`config.mk`:
```
export PLATFORM = sky130hd
export DESIGN_NAME = dual_sensor_fusion_thermostat_flat
export DESIGN_NICKNAME = d
export VERILOG_FILES = /design/src/design/dsft_pkg.sv /design/src/design/dsft_in_if.sv /design/src/design/dsft_out_if.sv /design/src/design/dual_sensor_fusion_thermostat.sv /design/src/flat_wrapper.sv
export SDC_FILE = /design/constraint.sdc
export NUM_CORES = 1
export LEC_CHECK = 0
export ABC_AREA = 1
export ABC_CLOCK_PERIOD_IN_PS = 3900
export BUFFER_PORTS_ARGS = -buffer_cell sky130_fd_sc_hd__buf_2
export CORE_MARGIN = 5
export CORE_UTILIZATION = 58
export DETAILED_ROUTE_END_ITERATION = 16
export PLACE_DENSITY = 0.87
export SLEW_MARGIN = 20
export SYNTH_ARGS = -nofsm -noshare
export SYNTH_HDL_FRONTEND = slang
export SYNTH_SLANG_ARGS = --single-unit
```
`constraint.sdc`:
```
create_clock -name clk -period 3.9 [get_ports clk]
set_input_delay 0.78 -clock clk [delete_from_list [all_inputs] [get_ports clk]]
set_output_delay 0.78 -clock clk [all_outputs]
set_load 0.01 [all_outputs]
```
`src/design/dsft_pkg.sv`:
```
// ----------------------------------------------------------------------------
// dsft_pkg
// shared types, constants and helpers for the dual sensor fusion thermostat
// ----------------------------------------------------------------------------
package dsft_pkg;

  // field widths
  localparam int TEMP_IN_W  = 11;  // signed tenths of a degree
  localparam int HUM_W      = 10;  // tenths of a percent
  localparam int TEMP_OUT_W = 10;  // fused temperature, tenths
  localparam int TARGET_W   = 6;
  localparam int FAIL_W     = 8;
  localparam int TGAP_W     = 5;
  localparam int HGAP_W     = 7;
  localparam int GAP_CMP_W  = 12;  // width for gap magnitudes and thresholds

  // configuration port
  localparam int CFG_DATA_W = 32;
  localparam int CFG_ADDR_W = 4;

  // register reset values
  localparam logic [TARGET_W-1:0] TARGET_RST   = 6'd36;
  localparam logic [FAIL_W-1:0]   FAIL_LIM_RST = 8'd10;
  localparam logic [TGAP_W-1:0]   TGAP_RST     = 5'd3;
  localparam logic [HGAP_W-1:0]   HGAP_RST     = 7'd10;

  localparam logic [FAIL_W-1:0]   FAIL_CNT_MAX = 8'd255;

  // register index, byte address divided by four
  typedef enum logic [1:0] {
    REG_TARGET_TEMP    = 2'd0,
    REG_FAIL_LIMIT     = 2'd1,
    REG_TEMP_GAP_LIMIT = 2'd2,
    REG_HUM_GAP_LIMIT  = 2'd3
  } reg_idx_t;

  // sensor status codes
  typedef enum logic [1:0] {
    STAT_OK        = 2'd0,
    STAT_READ_FAIL = 2'd1,
    STAT_DISAGREE  = 2'd2
  } status_t;

  // one paired reading as held in the input register
  typedef struct packed {
    logic                        first_ok;
    logic signed [TEMP_IN_W-1:0] first_temp;
    logic [HUM_W-1:0]            first_hum;
    logic                        second_ok;
    logic signed [TEMP_IN_W-1:0] second_temp;
    logic [HUM_W-1:0]            second_hum;
  } sample_t;

  // one fused result as held in the output register
  typedef struct packed {
    logic [TEMP_OUT_W-1:0] fused_temp;
    logic                  temp_valid;
    status_t               temp_status;
    logic [HUM_W-1:0]      fused_hum;
    logic                  hum_valid;
    status_t               hum_status;
    logic                  heat_on;
  } result_t;

  // smallest magnitude (tenths) whose whole-unit truncation exceeds lim
  function automatic logic [GAP_CMP_W-1:0] gap_thresh(input logic [HGAP_W-1:0] lim);
    logic [GAP_CMP_W-1:0] lp1;
    lp1 = {{(GAP_CMP_W-HGAP_W){1'b0}}, lim} + 12'd1;
    return (lp1 << 3) + (lp1 << 1);
  endfunction

endpackage

```
`src/design/dsft_in_if.sv`:
```
// ----------------------------------------------------------------------------
// dsft_in_if
// valid/ready channel carrying one paired sensor reading
// ----------------------------------------------------------------------------
interface dsft_in_if;
  import dsft_pkg::*;

  logic                        valid;
  logic                        ready;
  logic                        first_ok;
  logic signed [TEMP_IN_W-1:0] first_temp;
  logic [HUM_W-1:0]            first_hum;
  logic                        second_ok;
  logic signed [TEMP_IN_W-1:0] second_temp;
  logic [HUM_W-1:0]            second_hum;

  modport source (
    output valid, first_ok, first_temp, first_hum, second_ok, second_temp, second_hum,
    input  ready
  );

  modport sink (
    input  valid, first_ok, first_temp, first_hum, second_ok, second_temp, second_hum,
    output ready
  );
endinterface

```
`src/design/dsft_out_if.sv`:
```
// ----------------------------------------------------------------------------
// dsft_out_if
// valid/ready channel carrying one fused result
// ----------------------------------------------------------------------------
interface dsft_out_if;
  import dsft_pkg::*;

  logic                  valid;
  logic                  ready;
  logic [TEMP_OUT_W-1:0] fused_temp;
  logic                  temp_valid;
  logic [1:0]            temp_status;
  logic [HUM_W-1:0]      fused_hum;
  logic                  hum_valid;
  logic [1:0]            hum_status;
  logic                  heat_on;

  modport source (
    output valid, fused_temp, temp_valid, temp_status, fused_hum, hum_valid, hum_status,
           heat_on,
    input  ready
  );

  modport sink (
    input  valid, fused_temp, temp_valid, temp_status, fused_hum, hum_valid, hum_status,
           heat_on,
    output ready
  );
endinterface

```
`src/design/dual_sensor_fusion_thermostat.sv`:
```
// ----------------------------------------------------------------------------
// dual_sensor_fusion_thermostat
// fuses two redundant temperature/humidity sensors and decides on heating
// ----------------------------------------------------------------------------
// Each transfer on in_ch is one paired reading from two sensors; each yields
// exactly one transfer on out_ch, in order. A reading goes into an input
// register, and the fusion logic (averages, disagreement compares,
// held-temperature bookkeeping and heater compare) runs between that
// register and the output register; out_ch.valid rises once the fused
// result is loaded there, and one reading is taken every cycle when
// out_ch.ready stays high. A stalled output keeps its result while one more
// reading waits in the input register; in_ch.ready drops only when both are
// full and the output is not being taken. Configuration registers are read
// and written over the cfg_ APB port (target_temp at 0x0, fail_limit at 0x4,
// temp_gap_limit at 0x8, hum_gap_limit at 0xC) and should be written while
// no reading is in flight.
// ----------------------------------------------------------------------------
module dual_sensor_fusion_thermostat (
  input  logic                          clk,
  input  logic                          rst_n,
  dsft_in_if.sink                       in_ch,
  dsft_out_if.source                    out_ch,
  input  logic                          cfg_psel,
  input  logic                          cfg_penable,
  input  logic                          cfg_pwrite,
  input  logic [dsft_pkg::CFG_ADDR_W-1:0] cfg_paddr,
  input  logic [dsft_pkg::CFG_DATA_W-1:0] cfg_pwdata,
  output logic [dsft_pkg::CFG_DATA_W-1:0] cfg_prdata,
  output logic                          cfg_pready
);
  import dsft_pkg::*;

  // --------------------------------------------------------------------------
  // configuration registers
  // --------------------------------------------------------------------------
  logic [TARGET_W-1:0] target_r;
  logic [FAIL_W-1:0]   fail_lim_r;
  logic [TGAP_W-1:0]   tgap_r;
  logic [HGAP_W-1:0]   hgap_r;
  logic                cfg_wr;
  reg_idx_t            cfg_idx;

  assign cfg_pready = 1'b1;
  assign cfg_wr     = cfg_psel & cfg_penable & cfg_pwrite & cfg_pready;
  // low address bits are ignored, registers sit on word boundaries
  assign cfg_idx    = reg_idx_t'(cfg_paddr[CFG_ADDR_W-1:2]);

  always_ff @(posedge clk) begin
    if (!rst_n) begin
      target_r   <= TARGET_RST;
      fail_lim_r <= FAIL_LIM_RST;
      tgap_r     <= TGAP_RST;
      hgap_r     <= HGAP_RST;
    end else if (cfg_wr) begin
      unique case (cfg_idx)
        REG_TARGET_TEMP:    target_r   <= cfg_pwdata[TARGET_W-1:0];
        REG_FAIL_LIMIT:     fail_lim_r <= cfg_pwdata[FAIL_W-1:0];
        REG_TEMP_GAP_LIMIT: tgap_r     <= cfg_pwdata[TGAP_W-1:0];
        REG_HUM_GAP_LIMIT:  hgap_r     <= cfg_pwdata[HGAP_W-1:0];
      endcase
    end
  end

  // read data, zero extended
  always_comb begin
    unique case (cfg_idx)
      REG_TARGET_TEMP:    cfg_prdata = {{(CFG_DATA_W-TARGET_W){1'b0}}, target_r};
      REG_FAIL_LIMIT:     cfg_prdata = {{(CFG_DATA_W-FAIL_W){1'b0}}, fail_lim_r};
      REG_TEMP_GAP_LIMIT: cfg_prdata = {{(CFG_DATA_W-TGAP_W){1'b0}}, tgap_r};
      REG_HUM_GAP_LIMIT:  cfg_prdata = {{(CFG_DATA_W-HGAP_W){1'b0}}, hgap_r};
    endcase
  end

  // --------------------------------------------------------------------------
  // handshake: input register feeds output register
  // --------------------------------------------------------------------------
  logic    s1_valid_r;
  sample_t s1_r;
  logic    out_valid_r;
  result_t out_r;
  logic    out_adv;   // output register can load this cycle
  logic    s2_fire;   // reading in the input register moves to the output
  logic    in_xfer;

  assign out_adv      = !out_valid_r || out_ch.ready;
  assign s2_fire      = s1_valid_r && out_adv;
  // room in the input register when empty or being drained this cycle
  assign in_ch.ready  = !s1_valid_r || out_adv;
  assign in_xfer      = in_ch.valid && in_ch.ready;

  always_ff @(posedge clk) begin
    if (!rst_n) begin
      s1_valid_r <= 1'b0;
    end else if (in_ch.ready) begin
      s1_valid_r <= in_ch.valid;
    end
  end

  // payload, no reset needed
  always_ff @(posedge clk) begin
    if (in_xfer) begin
      s1_r.first_ok    <= in_ch.first_ok;
      s1_r.first_temp  <= in_ch.first_temp;
      s1_r.first_hum   <= in_ch.first_hum;
      s1_r.second_ok   <= in_ch.second_ok;
      s1_r.second_temp <= in_ch.second_temp;
      s1_r.second_hum  <= in_ch.second_hum;
    end
  end

  // --------------------------------------------------------------------------
  // fusion logic
  // --------------------------------------------------------------------------
  logic                  held_valid_r, held_valid_nxt;
  logic [TEMP_OUT_W-1:0] held_temp_r, held_temp_nxt;
  logic [FAIL_W-1:0]     fail_cnt_r, fail_cnt_nxt;

  logic                  ut1, ut2, both_ok;
  logic [TEMP_OUT_W:0]   t_sum;
  logic [HUM_W:0]        h_sum;
  logic signed [GAP_CMP_W-1:0] t_diff, h_diff;
  logic [GAP_CMP_W-1:0]  t_mag, h_mag;
  logic [GAP_CMP_W-1:0]  t_thr, h_thr;
  logic [TEMP_OUT_W-1:0] target_x10;
  result_t               res;

  // a failed read or a negative temperature is a missing reading
  assign ut1     = s1_r.first_ok  && !s1_r.first_temp[TEMP_IN_W-1];
  assign ut2     = s1_r.second_ok && !s1_r.second_temp[TEMP_IN_W-1];
  assign both_ok = s1_r.first_ok && s1_r.second_ok;

  // usable temperatures are non-negative, so their low bits are the value
  assign t_sum = {1'b0, s1_r.first_temp[TEMP_OUT_W-1:0]}
               + {1'b0, s1_r.second_temp[TEMP_OUT_W-1:0]};
  assign h_sum = {1'b0, s1_r.first_hum} + {1'b0, s1_r.second_hum};

  // held temperature and consecutive double-failure count
  always_comb begin
    held_temp_nxt  = held_temp_r;
    held_valid_nxt = held_valid_r;
    fail_cnt_nxt   = fail_cnt_r;
    if (!ut1 && !ut2) begin
      fail_cnt_nxt = (fail_cnt_r == FAIL_CNT_MAX) ? fail_cnt_r : fail_cnt_r + 8'd1;
      if (fail_cnt_nxt > fail_lim_r) begin
        held_valid_nxt = 1'b0;
      end
    end else begin
      priority if (!ut1) begin
        held_temp_nxt = s1_r.second_temp[TEMP_OUT_W-1:0];
      end else if (!ut2) begin
        held_temp_nxt = s1_r.first_temp[TEMP_OUT_W-1:0];
      end else begin
        held_temp_nxt = t_sum[TEMP_OUT_W:1];
      end
      held_valid_nxt = 1'b1;
      fail_cnt_nxt   = '0;
    end
  end

  // disagreement: |diff|/10 > lim  is the same as  |diff| >= 10*(lim+1)
  assign t_diff = GAP_CMP_W'(s1_r.first_temp) - GAP_CMP_W'(s1_r.second_temp);
  assign h_diff = $signed({{(GAP_CMP_W-HUM_W){1'b0}}, s1_r.first_hum})
                - $signed({{(GAP_CMP_W-HUM_W){1'b0}}, s1_r.second_hum});
  assign t_mag  = t_diff[GAP_CMP_W-1] ? GAP_CMP_W'(-t_diff) : GAP_CMP_W'(t_diff);
  assign h_mag  = h_diff[GAP_CMP_W-1] ? GAP_CMP_W'(-h_diff) : GAP_CMP_W'(h_diff);
  assign t_thr  = gap_thresh({{(HGAP_W-TGAP_W){1'b0}}, tgap_r});
  assign h_thr  = gap_thresh(hgap_r);

  // target in tenths, at most 630
  assign target_x10 = TEMP_OUT_W'({target_r, 3'b000}) + TEMP_OUT_W'({target_r, 1'b0});

  always_comb begin
    res.temp_valid = held_valid_nxt;
    res.fused_temp = held_valid_nxt ? held_temp_nxt : '0;
    res.heat_on    = held_valid_nxt && (target_x10 > held_temp_nxt);

    priority if (both_ok) begin
      res.fused_hum = h_sum[HUM_W:1];
      res.hum_valid = 1'b1;
    end else if (s1_r.first_ok) begin
      res.fused_hum = s1_r.first_hum;
      res.hum_valid = 1'b1;
    end else if (s1_r.second_ok) begin
      res.fused_hum = s1_r.second_hum;
      res.hum_valid = 1'b1;
    end else begin
      res.fused_hum = '0;
      res.hum_valid = 1'b0;
    end

    if (both_ok) begin
      res.temp_status = (t_mag >= t_thr) ? STAT_DISAGREE : STAT_OK;
      res.hum_status  = (h_mag >= h_thr) ? STAT_DISAGREE : STAT_OK;
    end else begin
      res.temp_status = STAT_READ_FAIL;
      res.hum_status  = STAT_READ_FAIL;
    end
  end

  // state advances only when a reading is actually fused
  always_ff @(posedge clk) begin
    if (!rst_n) begin
      held_temp_r  <= '0;
      held_valid_r <= 1'b1;
      fail_cnt_r   <= '0;
    end else if (s2_fire) begin
      held_temp_r  <= held_temp_nxt;
      held_valid_r <= held_valid_nxt;
      fail_cnt_r   <= fail_cnt_nxt;
    end
  end

  // --------------------------------------------------------------------------
  // output register
  // --------------------------------------------------------------------------
  always_ff @(posedge clk) begin
    if (!rst_n) begin
      out_valid_r <= 1'b0;
    end else if (out_adv) begin
      out_valid_r <= s1_valid_r;
    end
  end

  always_ff @(posedge clk) begin
    if (s2_fire) begin
      out_r <= res;
    end
  end

  assign out_ch.valid       = out_valid_r;
  assign out_ch.fused_temp  = out_r.fused_temp;
  assign out_ch.temp_valid  = out_r.temp_valid;
  assign out_ch.temp_status = out_r.temp_status;
  assign out_ch.fused_hum   = out_r.fused_hum;
  assign out_ch.hum_valid   = out_r.hum_valid;
  assign out_ch.hum_status  = out_r.hum_status;
  assign out_ch.heat_on     = out_r.heat_on;

  // --------------------------------------------------------------------------
  // assertions
  // --------------------------------------------------------------------------
  // an invalid temperature reads as zero and never heats
  a_invalid_temp_quiet: assert property (@(posedge clk) disable iff (!rst_n)
    (out_valid_r && !out_r.temp_valid) |-> (out_r.fused_temp == '0 && !out_r.heat_on))
    else $error("invalid temperature with nonzero value or heating");

  // held temperature is only dropped after at least one double failure
  a_invalid_needs_count: assert property (@(posedge clk) disable iff (!rst_n)
    !held_valid_r |-> (fail_cnt_r != '0))
    else $error("held temperature invalid with zero failure count");

  // a usable temperature clears the failure count
  a_usable_clears_count: assert property (@(posedge clk) disable iff (!rst_n)
    (s2_fire && (ut1 || ut2)) |=> (fail_cnt_r == '0 && held_valid_r))
    else $error("failure count not cleared by usable reading");

  // read failure is reported on both channels together
  a_fail_both: assert property (@(posedge clk) disable iff (!rst_n)
    out_valid_r |-> ((out_r.temp_status == STAT_READ_FAIL)
                     == (out_r.hum_status == STAT_READ_FAIL)))
    else $error("read failure status differs between temperature and humidity");

  // input stalls only with a full input register and a stalled output
  a_stall_cause: assert property (@(posedge clk) disable iff (!rst_n)
    !in_ch.ready |-> (s1_valid_r && out_valid_r && !out_ch.ready))
    else $error("input stalled without cause");

endmodule

```
`src/flat_wrapper.sv`:
```
// flat-port wrapper written by rule: the top's interface ports become plain ports
module dual_sensor_fusion_thermostat_flat import dsft_pkg::*;
  (clk, rst_n, cfg_psel, cfg_penable, cfg_pwrite, cfg_paddr, cfg_pwdata, cfg_prdata, cfg_pready, in_ch_valid, in_ch_first_ok, in_ch_first_temp, in_ch_first_hum, in_ch_second_ok, in_ch_second_temp, in_ch_second_hum, in_ch_ready, out_ch_valid, out_ch_fused_temp, out_ch_temp_valid, out_ch_temp_status, out_ch_fused_hum, out_ch_hum_valid, out_ch_hum_status, out_ch_heat_on, out_ch_ready);
  dsft_in_if in_ch_i ();
  dsft_out_if out_ch_i ();
  input  logic clk;
  input  logic rst_n;
  input  logic cfg_psel;
  input  logic cfg_penable;
  input  logic cfg_pwrite;
  input  logic [dsft_pkg::CFG_ADDR_W-1:0] cfg_paddr;
  input  logic [dsft_pkg::CFG_DATA_W-1:0] cfg_pwdata;
  output logic [dsft_pkg::CFG_DATA_W-1:0] cfg_prdata;
  output logic cfg_pready;
  input wire logic [$bits(in_ch_i.valid)-1:0] in_ch_valid;
  input wire logic [$bits(in_ch_i.first_ok)-1:0] in_ch_first_ok;
  input wire logic [$bits(in_ch_i.first_temp)-1:0] in_ch_first_temp;
  input wire logic [$bits(in_ch_i.first_hum)-1:0] in_ch_first_hum;
  input wire logic [$bits(in_ch_i.second_ok)-1:0] in_ch_second_ok;
  input wire logic [$bits(in_ch_i.second_temp)-1:0] in_ch_second_temp;
  input wire logic [$bits(in_ch_i.second_hum)-1:0] in_ch_second_hum;
  output wire logic [$bits(in_ch_i.ready)-1:0] in_ch_ready;
  output wire logic [$bits(out_ch_i.valid)-1:0] out_ch_valid;
  output wire logic [$bits(out_ch_i.fused_temp)-1:0] out_ch_fused_temp;
  output wire logic [$bits(out_ch_i.temp_valid)-1:0] out_ch_temp_valid;
  output wire logic [$bits(out_ch_i.temp_status)-1:0] out_ch_temp_status;
  output wire logic [$bits(out_ch_i.fused_hum)-1:0] out_ch_fused_hum;
  output wire logic [$bits(out_ch_i.hum_valid)-1:0] out_ch_hum_valid;
  output wire logic [$bits(out_ch_i.hum_status)-1:0] out_ch_hum_status;
  output wire logic [$bits(out_ch_i.heat_on)-1:0] out_ch_heat_on;
  input wire logic [$bits(out_ch_i.ready)-1:0] out_ch_ready;
  assign in_ch_i.valid = in_ch_valid;
  assign in_ch_i.first_ok = in_ch_first_ok;
  assign in_ch_i.first_temp = in_ch_first_temp;
  assign in_ch_i.first_hum = in_ch_first_hum;
  assign in_ch_i.second_ok = in_ch_second_ok;
  assign in_ch_i.second_temp = in_ch_second_temp;
  assign in_ch_i.second_hum = in_ch_second_hum;
  assign in_ch_ready = in_ch_i.ready;
  assign out_ch_valid = out_ch_i.valid;
  assign out_ch_fused_temp = out_ch_i.fused_temp;
  assign out_ch_temp_valid = out_ch_i.temp_valid;
  assign out_ch_temp_status = out_ch_i.temp_status;
  assign out_ch_fused_hum = out_ch_i.fused_hum;
  assign out_ch_hum_valid = out_ch_i.hum_valid;
  assign out_ch_hum_status = out_ch_i.hum_status;
  assign out_ch_heat_on = out_ch_i.heat_on;
  assign out_ch_i.ready = out_ch_ready;
  dual_sensor_fusion_thermostat u_core (.clk(clk), .rst_n(rst_n), .in_ch(in_ch_i), .out_ch(out_ch_i), .cfg_psel(cfg_psel), .cfg_penable(cfg_penable), .cfg_pwrite(cfg_pwrite), .cfg_paddr(cfg_paddr), .cfg_pwdata(cfg_pwdata), .cfg_prdata(cfg_prdata), .cfg_pready(cfg_pready));
endmodule
```
==> flow_summary.toml <==
[drt]
ant_nets = 0
routed_wl_um = 20030
vias = 7655
vias_per_cell = 5.398
route.detailed.drc = 0
firstDrtPassIters = 5
avgRoutedWirePerCell_um = 14.13
drtIter0Drc = 506

[sta]
rsz0062_at_grt = "false"
fin_skew_ps = 11.22
tightest_slew_ps = 599.6
min_period_over_period_pct = 89.96
holdWs_ps = 480.8
final_max_slew_viol_count = 0
finalCriticalPeriod_ps = 3508
slew_headroom_pct = 60.03
hold_viol = 0
max_freq_mhz = 285.0
fin_tns_setup_ps = 0
setup_viol = 0

[clocking]
clock_latency_ps = 430
clock_path_buffers = 2
cts-root-buf = "clkbuf_16"
cts_resized = 0
post_cts_buffers = 0
h-tree-depth = 4
cts_tree = "built"
cts_inserted_buffers = 17
cts_num_sinks = 117
path_clk_slew_ps = 60
cts-hold-fix-buffers = 0

[yosys]
yosysSeqAreaShare_pct = 34.20
netlist.area_leader.share_pct = 23.62
synth_xor_area_share_pct = 5.484
ys_warn_count = 0
synth-main-ff-cell = "edfxtp_1"
synth_seq_cells = 117
synth_fa_ha_area_share_pct = 14.93
syn_inst = 1123
yosys.area_share.simple_pct = 20.28
syn_area_um2 = 8899
synth_edf_count = 70
synth_cell_types = 58
synth_top_family_by_area = "simple AND/OR/NAND/NOR gates"
synth_compound_area_share_pct = 14.23
async_reset_ff_share_pct = 0
synth.area.top_cells = "edfxtp_1, ha_1, dfxtp_1"
synthMuxAreaShare_pct = 0
yosys.area.top_type = "edfxtp_1"
syn_area_per_cell_um2 = 7.924

[floorplan]
die_h_um = 133.9
row_count = 45
pin_count = 149
core_um2 = 15150
die_w_um = 133.9
start_util_pct = 58.75
die_area_um2 = 17920

[worst_hold_path]
min_path_type = "flop to flop"
hold-path-endpoint = "u_core.fail_cnt_r[5]"
hold_path_depth = 2
min-delay-start = "u_core.fail_cnt_r[5]"

[worst_setup_path]
endpoint_kind = "flop"
r2r-end = "u_core.out_ch.temp_status[1]"
worstRegToRegCells = 20
r2r_slack_ps = 390
path_max_fanout = 9
worstReg2RegStart = "u_core.s1_r[34]"
required_ps = 4080
start_kind = "flop"
crit_arrival_ps = 3690
startpoint = "u_core.s1_r[34]"
worstSetupPathType = "flop to flop"

[grt]
grt_pass1_vias = 7329
grt_usage_pct = 22.41
grt_antenna_before_repair = 0
grt_max_degree = 47
grt-ovfl-total = 0
grt_pass1_wl_um = 33020

[layout]
layout_commonest_cell = "nand2_1"
syn2layout_area_growth_pct = 12.22
diodes = 0
final_nets = 1406
most-common-layout-cells = "nand2_1, inv_1, buf_2"
design_area_um2 = 9986
final_layout_size_suffix_gt1_share_pct = 14.15

[power]
ir_drop_mv = 0.3298
power_leakage_nw = 4.799
power_density_nw_per_um2 = 387.9

[place]
place_hpwl_um = 14990
gp_congestion = 0.9452
place_area_um2 = 9404
io_buffers = 97

[run_status]
outcome = "completed"

[flow_run]
drv_cap = 0
==> cells by family after synthesis <==
kind of cell,count (synthesis)
and+or+nand+nor,415
AOI/OAI and AO/OA,218
buffers and inverters,215
DFF,117
adders and majority gates,102
xor gates and xnor gates,54
other,2
==> cell type report <==
| type | instances | area [µm²] |
|---|---|---|
| inverter | 164 | 618.1 |
| fill | 1233 | 5160 |
| multi-input combinational | 815 | 4985 |
| sequential | 117 | 3043 |
| tap | 188 | 235.2 |
| timing repair buffer | 102 | 523.0 |
| clock buffer | 19 | 464.2 |
| clock inverter | 13 | 117.6 |
==> power breakdown <==
part	total, mW	internal (mW)	switching (mW)
logic	0.924	0.341	0.583
registers	1.42	1.39	0.0389
clock network	1.53	0.936	0.589
==> synthesized netlist by cell type, types with 7 or more instances <==
library cell,number
nand4_1,12
fa_1,7
ha_1,95
nor3_1,18
o2111ai_1,7
inv_1,156
dfxtp_1,47
a21oi_1,91
nor2_1,81
clkbuf_1,10
o21ai_1,7
nand2_1,221
nand3_1,53
o211ai_1,9
edfxtp_1,70
o21ai_0,65
xor2_1,42
buf_4,28
xnor2_1,10
==> through the flow <==
stage / instances / worst slack, ps / total power, mW / util [%]
after floorplan: 1147 / 840.7 / 2.162 / -
after global routing: 1418 / 64.57 / 4.088 / 65.93
after CTS: 1418 / 363.6 / 3.883 / 65.93
after detailed placement: 1386 / 399.2 / 2.355 / 62.09
final: 1418 / 391.6 / 3.874 / 65.93
after global placement: 1386 / 482.7 / 2.323 / 62.09
==> worst max path at each step <==
| stage | to | slack [ps] | depth (start not counted) |
|---|---|---|---|
| final | u_core.out_ch.temp_status[1] | 390 | 20 |
| after CTS | u_core.out_ch.temp_status[1] | 360 | 20 |
| after global routing | u_core.out_ch.temp_status[1] | 60 | 21 |
| after floorplan | u_core.out_ch.hum_status[1] | 840 | 20 |
| after global placement | u_core.out_ch.temp_status[1] | 480 | 20 |
| after detailed placement | u_core.out_ch.temp_status[1] | 400 | 20 |
==> registers in the layout (all words and copies together), names as in the netlist, 2 cells and up <==
name / flops
u_core.fail_cnt_r: 8
u_core.s1_r: 44
u_core.out_ch.hum_status: 2
u_core.hgap_r: 7
u_core.out_ch.fused_temp: 10
u_core.target_r: 6
u_core.out_ch.fused_hum: 10
u_core.tgap_r: 5
u_core.fail_lim_r: 8
u_core.held_temp_r: 10
==> routing by layer <==
layer / wire length (µm) / vias up / global-route usage (%)
met5: 0 / - / 0
met4: 640 / 0 / 9.657
met3: 1123 / 50 / 4.839
met2: 9850 / 244 / 38.69
met1: 8419 / 3476 / 27.01
li1: - / 3885 / -
==> critical path, cell delays in order (launching register included) <==
cell and delay (ps):
edfxtp_1 420, ha_1 520, nand3_1 170, nand2_1 130
nand2_1 80, nand2_2 80, nand2_1 60, nand3_2 90
xor2_2 250, nand2_1 100, xor2_1 140, inv_1 60
ha_1 260, a21boi_0 130, o21a_1 170, o21ai_0 190
nand2_1 80, a31oi_1 140, nand3_1 90, nand2_1 60
inv_1 40
Power figures use the tool's default switching activity.
